`config.mk`:
```
export PLATFORM = sky130hd
export DESIGN_NAME = pal_ctrl
export DESIGN_NICKNAME = d
export VERILOG_FILES = /design/src/design/pal_pkg.sv /design/src/design/pal_ctrl.sv
export SDC_FILE = /design/constraint.sdc
export NUM_CORES = 1
export LEC_CHECK = 0
export ABC_AREA = 1
export BUFFER_PORTS_ARGS = -buffer_cell sky130_fd_sc_hd__buf_2
export CAP_MARGIN = 20
export CORE_MARGIN = 5
export CORE_UTILIZATION = 35
export DETAILED_ROUTE_END_ITERATION = 10
export HOLD_SLACK_MARGIN = 0.1
export MAX_ROUTING_LAYER = met4
export PLACE_DENSITY_LB_ADDON = 0.05
export RECOVER_POWER = 50
export SLEW_MARGIN = 20
export SYNTH_ARGS = -nofsm -noshare
export SYNTH_HDL_FRONTEND = slang
export SYNTH_SLANG_ARGS = --single-unit
export TNS_END_PERCENT = 20
```
`constraint.sdc`:
```
create_clock -name clk -period 9.5 [get_ports clk]
set_input_delay 2.375 -clock clk [delete_from_list [all_inputs] [get_ports clk]]
set_output_delay 2.375 -clock clk [all_outputs]
set_load 0.005 [all_outputs]
```
`src/design/pal_pkg.sv`:
```
// Package for positional_array_list: list sizes, field widths, operation
// and status codes, sequencer states and the store request struct.
// No dependencies.
package pal_pkg;

  localparam int CAPACITY = 256;
  localparam int ADDR_W   = $clog2(CAPACITY);
  localparam int LEN_W    = $clog2(CAPACITY + 1);

  localparam int KIND_W   = 2;
  localparam int POS_W    = 9;
  localparam int VAL_W    = 32;
  localparam int STATUS_W = 2;
  localparam int COUNT_W  = 9;

  // Wide enough to compare a position against length + 1 without wrap.
  localparam int CMP_W    = ((POS_W > LEN_W) ? POS_W : LEN_W) + 1;

  typedef enum logic [KIND_W-1:0] {
    KIND_INSERT = 2'd0,
    KIND_DELETE = 2'd1,
    KIND_READ   = 2'd2
  } kind_t;

  typedef enum logic [STATUS_W-1:0] {
    STATUS_OK    = 2'd0,
    STATUS_RANGE = 2'd1,
    STATUS_FULL  = 2'd2
  } status_t;

  typedef enum logic [2:0] {
    S_IDLE,
    S_SHIFT_UP,
    S_INS_PUT,
    S_DEL_GOT,
    S_SHIFT_DN,
    S_RD_WAIT,
    S_FINISH
  } state_t;

  typedef struct packed {
    logic              we;
    logic [ADDR_W-1:0] waddr;
    logic [VAL_W-1:0]  wdata;
    logic [ADDR_W-1:0] raddr;
  } mem_req_t;

endpackage

```
`src/design/pal_ctrl.sv`:
```
// Sequencer for positional_array_list: range checks, entry moves through
// the store one per cycle, length tracking and the output register.
// Depends on pal_pkg; drives pal_store through a mem_req_t.
module pal_ctrl (
  input  logic                           clk,
  input  logic                           rst,
  input  logic                           in_valid,
  output logic                           in_stall,
  input  logic [pal_pkg::KIND_W-1:0]     kind,
  input  logic [pal_pkg::POS_W-1:0]      position,
  input  logic [pal_pkg::VAL_W-1:0]      value,
  output logic                           out_valid,
  input  logic                           out_stall,
  output logic [pal_pkg::STATUS_W-1:0]   status,
  output logic [pal_pkg::VAL_W-1:0]      element,
  output logic [pal_pkg::COUNT_W-1:0]    count,
  output pal_pkg::mem_req_t              mreq,
  input  logic [pal_pkg::VAL_W-1:0]      rdata
);
  import pal_pkg::*;

  state_t             state, state_next;
  logic [ADDR_W-1:0]  pos_idx, pos_idx_next;
  logic [VAL_W-1:0]   val, val_next;
  logic [ADDR_W-1:0]  wr, wr_next;
  logic [LEN_W-1:0]   len, len_next;
  logic [VAL_W-1:0]   got, got_next;
  status_t            stat, stat_next;
  logic               out_valid_next;
  logic [STATUS_W-1:0] status_next;
  logic [VAL_W-1:0]   element_next;
  logic [COUNT_W-1:0] count_next;

  logic [CMP_W-1:0]   pos_ext, len_ext;
  logic               pos_bad_ins, pos_bad_acc;

  assign in_stall    = (state != S_IDLE);
  assign pos_ext     = CMP_W'(position);
  assign len_ext     = CMP_W'(len);
  assign pos_bad_ins = (position == '0) || (pos_ext > len_ext + CMP_W'(1));
  assign pos_bad_acc = (position == '0) || (pos_ext > len_ext);

  always_ff @(posedge clk) begin
    if (rst) begin
      state     <= S_IDLE;
      len       <= '0;
      out_valid <= 1'b0;
    end else begin
      state     <= state_next;
      len       <= len_next;
      out_valid <= out_valid_next;
    end
  end

  always_ff @(posedge clk) begin
    pos_idx <= pos_idx_next;
    val     <= val_next;
    wr      <= wr_next;
    got     <= got_next;
    stat    <= stat_next;
    status  <= status_next;
    element <= element_next;
    count   <= count_next;
  end

  always_comb begin
    state_next     = state;
    pos_idx_next   = pos_idx;
    val_next       = val;
    wr_next        = wr;
    len_next       = len;
    got_next       = got;
    stat_next      = stat;
    status_next    = status;
    element_next   = element;
    count_next     = count;
    out_valid_next = out_valid && out_stall;
    mreq           = '0;

    case (state)
      S_IDLE: begin
        if (in_valid) begin
          pos_idx_next = ADDR_W'(position - POS_W'(1));
          val_next     = value;
          got_next     = '0;
          stat_next    = STATUS_OK;
          state_next   = S_FINISH;
          case (kind)
            KIND_INSERT: begin
              if (pos_bad_ins) begin
                stat_next = STATUS_RANGE;
              end else if (len == LEN_W'(CAPACITY)) begin
                stat_next = STATUS_FULL;
              end else if (pos_ext == len_ext + CMP_W'(1)) begin
                // append: nothing to move
                mreq.we    = 1'b1;
                mreq.waddr = ADDR_W'(len);
                mreq.wdata = value;
                len_next   = len + LEN_W'(1);
              end else begin
                mreq.raddr = ADDR_W'(len - LEN_W'(1));
                wr_next    = ADDR_W'(len);
                state_next = S_SHIFT_UP;
              end
            end
            KIND_DELETE: begin
              if (pos_bad_acc) begin
                stat_next = STATUS_RANGE;
              end else begin
                mreq.raddr = ADDR_W'(position - POS_W'(1));
                state_next = S_DEL_GOT;
              end
            end
            KIND_READ: begin
              if (pos_bad_acc) begin
                stat_next = STATUS_RANGE;
              end else begin
                mreq.raddr = ADDR_W'(position - POS_W'(1));
                state_next = S_RD_WAIT;
              end
            end
            default: begin
              stat_next = STATUS_RANGE;
            end
          endcase
        end
      end
      S_SHIFT_UP: begin
        // rdata holds entry wr-1
        mreq.we    = 1'b1;
        mreq.waddr = wr;
        mreq.wdata = rdata;
        if (wr == pos_idx + ADDR_W'(1)) begin
          state_next = S_INS_PUT;
        end else begin
          mreq.raddr = wr - ADDR_W'(2);
          wr_next    = wr - ADDR_W'(1);
        end
      end
      S_INS_PUT: begin
        mreq.we    = 1'b1;
        mreq.waddr = pos_idx;
        mreq.wdata = val;
        len_next   = len + LEN_W'(1);
        state_next = S_FINISH;
      end
      S_DEL_GOT: begin
        got_next = rdata;
        if (LEN_W'(pos_idx) + LEN_W'(1) == len) begin
          len_next   = len - LEN_W'(1);
          state_next = S_FINISH;
        end else begin
          mreq.raddr = pos_idx + ADDR_W'(1);
          wr_next    = pos_idx;
          state_next = S_SHIFT_DN;
        end
      end
      S_SHIFT_DN: begin
        // rdata holds entry wr+1
        mreq.we    = 1'b1;
        mreq.waddr = wr;
        mreq.wdata = rdata;
        if (LEN_W'(wr) + LEN_W'(2) == len) begin
          len_next   = len - LEN_W'(1);
          state_next = S_FINISH;
        end else begin
          mreq.raddr = wr + ADDR_W'(2);
          wr_next    = wr + ADDR_W'(1);
        end
      end
      S_RD_WAIT: begin
        got_next   = rdata;
        state_next = S_FINISH;
      end
      S_FINISH: begin
        if (!out_valid || !out_stall) begin
          out_valid_next = 1'b1;
          status_next    = stat;
          element_next   = got;
          count_next     = COUNT_W'(len);
          state_next     = S_IDLE;
        end
      end
      default: begin
        state_next = S_IDLE;
      end
    endcase
  end

endmodule

```
==> reports/results.ini, run 1 <==
[run_status]
status=complete, but fails checks
violations=capacitance limit, slew limit

[grt]
grt_pass1_wl_mm=36.8
grt_max_degree=42
grt_antenna_before_repair=0
grt-ovfl-total=0
first_global_vias=6651
track_usage_pct=18.4

[critical_path]
critical_path.slowest_cell=o21ai_0
cp_common_cell=inv_1
path_class=in -> out
slowest_delay_ns=0.40
path_max_fanout=41
r2r_cells=14
cp-start-kind=primary input
required_ns=7.13
endpoint_kind=output pin
path_cells=clkbuf_1 -> inv_1 -> ha_1 -> nand2_1 -> inv_1 -> nand4_1 -> nor2_1 -> nand3_1 -> buf_4 -> o21ai_0 -> buf_2
crit_arrival_ns=4.57

[power]
p_total_mw=3.23
ir_worst_vdd_mv=0.125
leakagePower_nw=4.43
power_density_nw_per_um2=328

[final_layout]
finalNonFillerCells=1428
area_delta_synth_final_pct=20.9
fill_cells=2337
multiInputGateArea_sq_um=3400
layout_commonest_cell=nand2_1
regArea_sq_um=4010
layout-drive-gt1-share_pct=17.7
antenna_cells=0
fin_nets=1216
final_cell_mix=nand2_1 (173), inv_1 (147), edfxtp_1 (125)
fin_area_sq_um=9840

[flow_run]
cap_violations=3

[place]
numPortBuffers=172
placed_cells=1394
dp_hpwl_mm=17.9
placed_area_sq_um=9340
pre_cts_ws_ns=2.58
gp_congestion=0.875

[sta]
maxSlewViolCount=71
period_needed_ns=6.95
slew_headroom_pct=-59.6
rsz0062_at_grt=no
skew_ns=0.0122
setup_viol=0
timing.final.ws_setup_ns=2.55
fmax_mhz=144
final.period_utilization_pct=73.1
worst_pin_slew_ns=2.39
finalSetupTns_ns=0
hold_viol=0

[min_path]
hold_class=reg -> reg
holdPathStages=0

[logic_synthesis]
synth_cell_types=46
synthArstFlopShare_pct=0
avgSynthCellArea_sq_um=8.73
ys_ff_latch=138
synth_warnings=0
synthesis.area_sq_um=8140
ys_seq_area_share_pct=49.3
syn_inst=932
synthesis.nets=1046
synth_ff_type=edfxtp_1
synth_edf_count=125

[route]
drtIter0Drc=431
drc=0
dr_total_vias=6832
wl_per_cell_um=16.5
ant_nets=0
totalWireLength_mm=23.6
via_per_inst=4.78
firstDrtPassIters=5

[clocking]
cts_inserted_buffers=17
insertion_delay_ns=0.42
root_buffer=clkbuf_16
clk_pin_slew_worst_paths_ns=0.06
htreeDepth=4
cts_tree=built
cts.path.max_buffers=2
cts_setup_buffers=0
cts_resized=0
cts_sinks=138
postCtsHoldBufs=0

[floorplanning]
start_util_pct=35.7
die_h_um=163
io_pins=173
coreArea_sq_um=22800
die_width_um=163
fp-row-count=55
dieArea_sq_um=26400

## final cells by class
cell class | count | share of cell area, %
sequential | 138 | 40.8
tap | 313 | 3.98
timing repair buffer | 180 | 9.11
clock buffer | 17 | 4.32
inverter | 155 | 5.91
multi-input combinational | 610 | 34.6
clock inverter | 15 | 1.32
## stage by stage
stage                     hold slack, ns  utilization [%]
after floorplan                    0.400                -
after global placement             0.400             41.0
after detailed placement           0.405             41.0
after CTS                          0.413             43.4
after global routing               0.422             43.2
final                              0.418             43.2
## registers in the layout (all words and copies together) (netlist names), 3 cells and up
register and flops:
wr 8, got 32, element 32, len 9
pos_idx 8, count 9, state 3, val 32
## path summary, 6_finish.rpt
| check | start | to | slack (ns) |
|---|---|---|---|
| hold / removal | got[15]$_SDFFCE_PN0P_ | element[15]$_DFFE_PP_ | 0.42 |
| hold reg to reg | got[15]$_SDFFCE_PN0P_ | element[15]$_DFFE_PP_ | 0.42 |
| setup reg to reg | len[0]$_SDFFE_PP0P_ | wr[0]$_DFFE_PP_ | 5.68 |
| setup / recovery | position[0] | mreq[46] | 2.55 |
## synthesized netlist by cell type, types with 5 or more instances
| library cell | n | share of area [%] |
|---|---|---|
| nand2_1 | 173 | 8.0 |
| inv_1 | 146 | 6.7 |
| edfxtp_1 | 125 | 46 |
| nor2_1 | 103 | 4.7 |
| nand3_1 | 61 | 3.8 |
| o21ai_0 | 57 | 3.5 |
| a22oi_1 | 45 | 4.1 |
| ha_1 | 34 | 5.2 |
| xor2_1 | 24 | 2.6 |
| a21oi_1 | 20 | 1.2 |
| nand4_1 | 14 | 1.1 |
| buf_2 | 13 | 0.80 |
| dfxtp_1 | 13 | 3.2 |
| o22ai_1 | 11 | 0.85 |
| clkbuf_1 | 9 | 0.41 |
| nor3_1 | 9 | 0.55 |
| xnor2_1 | 9 | 0.97 |
| nand2_2 | 7 | 0.54 |
| nor2_2 | 6 | 0.46 |
| clkinv_1 | 5 | 0.23 |
## routing by layer
metal	GRT usage [%]	share of wire [%]	wire (um)
met1	23.4	45	10600
met2	29.9	48	11300
met3	3.59	4.9	1170
met4	5.42	2.0	463
met5	-	0	0
## report_power, final
group	total (mW)	switching [mW]	internal (mW)
registers	1.09	0.160	0.931
logic	1.51	0.976	0.533
clock network	0.629	0.286	0.344
## cells by family after synthesis
family	after synthesis	synth area share, %
AND/OR/NAND/NOR	395	21.7
buffers and inverters	184	8.87
AO/OA/AOI/OAI	146	11.0
flip-flops	138	49.3
adder cells (fa/ha/maj)	35	5.47
XOR/XNOR	33	3.55
multiplexers	1	0.123
## critical path: cells and delay by family
family | cells | cell delay, ns
buffers and inverters | 5 | 0.81
and+or+nand+nor | 4 | 0.64
AOI/OAI and AO/OA | 1 | 0.40
adders and majority gates | 1 | 0.34
No activity file was read; power rests on OpenSTA's default activity.
==> run 2: changes to the inputs <==
==> constraint.sdc (replaced) <==
create_clock -name clk -period 5.65 [get_ports clk]
set_input_delay 1.4125 -clock clk [delete_from_list [all_inputs] [get_ports clk]]
set_output_delay 1.4125 -clock clk [all_outputs]
set_load 0.005 [all_outputs]
==> run 2 against run 1 <==
Net effect:
- the flow still finishes with violations (capacitance limit, slew limit)
- clock skew down 0.0060 ns
- total power grew 69%
- register-to-register slack got worse by 3.7 ns
- clock-buffer cell count unchanged
- critical path type is now reg -> out
- critical endpoint is now mreq[44]
- largest cell class unchanged
==> reports/results.ini, run 2 (synthesis gave the netlist of run 1 again) <==
[sta]
slew_headroom_pct=-61.3
period_needed_ns=5.34
rsz0062_at_grt=no
skew_ns=0.00623
maxSlewViolCount=91
setup_viol=0
worst_pin_slew_ns=2.42
hold_viol=0
finalSetupTns_ns=0
final.period_utilization_pct=94.6
timing.final.ws_setup_ns=0.305
fmax_mhz=187
holdWs_ns=0.415

[power]
p_total_mw=5.47
leakagePower_nw=4.50
ir_worst_vdd_mv=0.226
power_density_nw_per_um2=551

[final_layout]
final_cell_mix=nand2_1 (173), inv_1 (146), buf_2 (145)
fin_nets=1221
layout_commonest_cell=nand2_1
layout-drive-gt1-share_pct=19.7
final_util_pct=43.5
antenna_cells=0
top_regs=element: 32 flops, got: 32 flops, val: 32 flops
fill_cells=2326
area_delta_synth_final_pct=21.8

[floorplanning]
die_width_um=163
start_util_pct=35.7
dieArea_sq_um=26400
die_h_um=163
io_pins=173
fp-row-count=55
coreArea_sq_um=22800

[critical_path]
endpoint_kind=output pin
crit_arrival_ns=3.93
path_cells=clkbuf_1 -> clkinv_1 -> xor2_1 -> ha_1 -> and3_1 -> nand4_1 -> nor2_1 -> nand3_1 -> buf_4 -> o21ai_0 -> buf_2
path_max_fanout=41
cp-start-kind=flip-flop
path_class=reg -> out
slowest_delay_ns=0.49
required_ns=4.24
critical_path.slowest_cell=clkbuf_1

[route]
via_per_inst=4.79
wl_per_cell_um=16.7
firstDrtPassIters=4
totalWireLength_mm=23.9
drtIter0Drc=305
ant_nets=0
drc=0
dr_total_vias=6860

[grt]
grt-ovfl-total=0
grt_antenna_before_repair=0
first_global_vias=6700
grt_max_degree=42
track_usage_pct=18.6
grt_pass1_wl_mm=37.5

[clocking]
insertion_delay_ns=0.42
clk_pin_slew_worst_paths_ns=0.06
cts_inserted_buffers=17
cts_sinks=138
htreeDepth=4
postCtsHoldBufs=0
cts_tree=built
root_buffer=clkbuf_16
cts.path.max_buffers=2

[run_status]
status=complete, but fails checks
violations=capacitance limit, slew limit

[place]
dp_hpwl_mm=18.1
numPortBuffers=172
pre_cts_ws_ns=0.622
gp_congestion=0.910

[flow_run]
cap_violations=3

[min_path]
hold_class=reg -> reg

==> run 2: cell types whose count changed in the layout (fill, tap and decap cells not counted), moves of 2 or more <==
cell and delta:
buf_2 +21, clkbuf_1 -17, buf_4 +2, clkinv_4 +2
==> run 2: metal layers <==
layer	vias to the layer above	routed length, um	track usage [%]
met3	32	1130	3.39
met5	-	0	-
li1	3479	-	-
met1	3174	10800	24.1
met4	0	503	6.00
met2	175	11400	29.8
==> run 2: stage by stage <==
stage                     instance area [sq um]  std cells
after floorplan                            8140        932
after global placement                     9370       1399
after detailed placement                   9370       1399
after CTS                                  9930       1431
after global routing                       9910       1433
final                                      9910       1433
==> run 2: area by class of cell <==
cell class	count	area, sq um	share of cell area, %
well taps	313	392	3.95
inverters	155	582	5.87
clock inverters	15	130	1.31
flip-flops and latches	138	4010	40.5
repair buffers	185	950	9.58
clock buffers	17	425	4.29
multi-input cells	610	3420	34.5
==> run 2: power by group <==
part	switching (mW)	internal [mW]	leakage, nW
Clock	0.479	0.577	0.265
Combinational	1.69	0.919	2.94
Sequential	0.233	1.56	1.30
==> run 2: timing repair <==
action,in CTS,in global routing
setup endpoints to repair,0,1
setup buffers,0,0
resized for setup,0,1
==> run 2: worst max-delay path: cells and delay by family (launching register included) <==
| kind | cells | cell delay (ns) |
|---|---|---|
| buf+inv | 4 | 1.46 |
| simple gates | 4 | 0.72 |
| compound gates | 1 | 0.43 |
| flops | 1 | 0.30 |
| xor+xnor | 1 | 0.30 |
| fa+ha+maj | 1 | 0.30 |
==> run 2: final timing paths <==
check	from	endpoint	slack (ns)	depth (start not counted)
max	len[6]$_SDFFE_PP0P_	mreq[44]	0.31	11
min	got[18]$_SDFFCE_PN0P_	element[18]$_DFFE_PP_	0.42	0
max reg2reg	len[6]$_SDFFE_PP0P_	wr[4]$_DFFE_PP_	1.95	11
min reg2reg	got[18]$_SDFFCE_PN0P_	element[18]$_DFFE_PP_	0.42	0
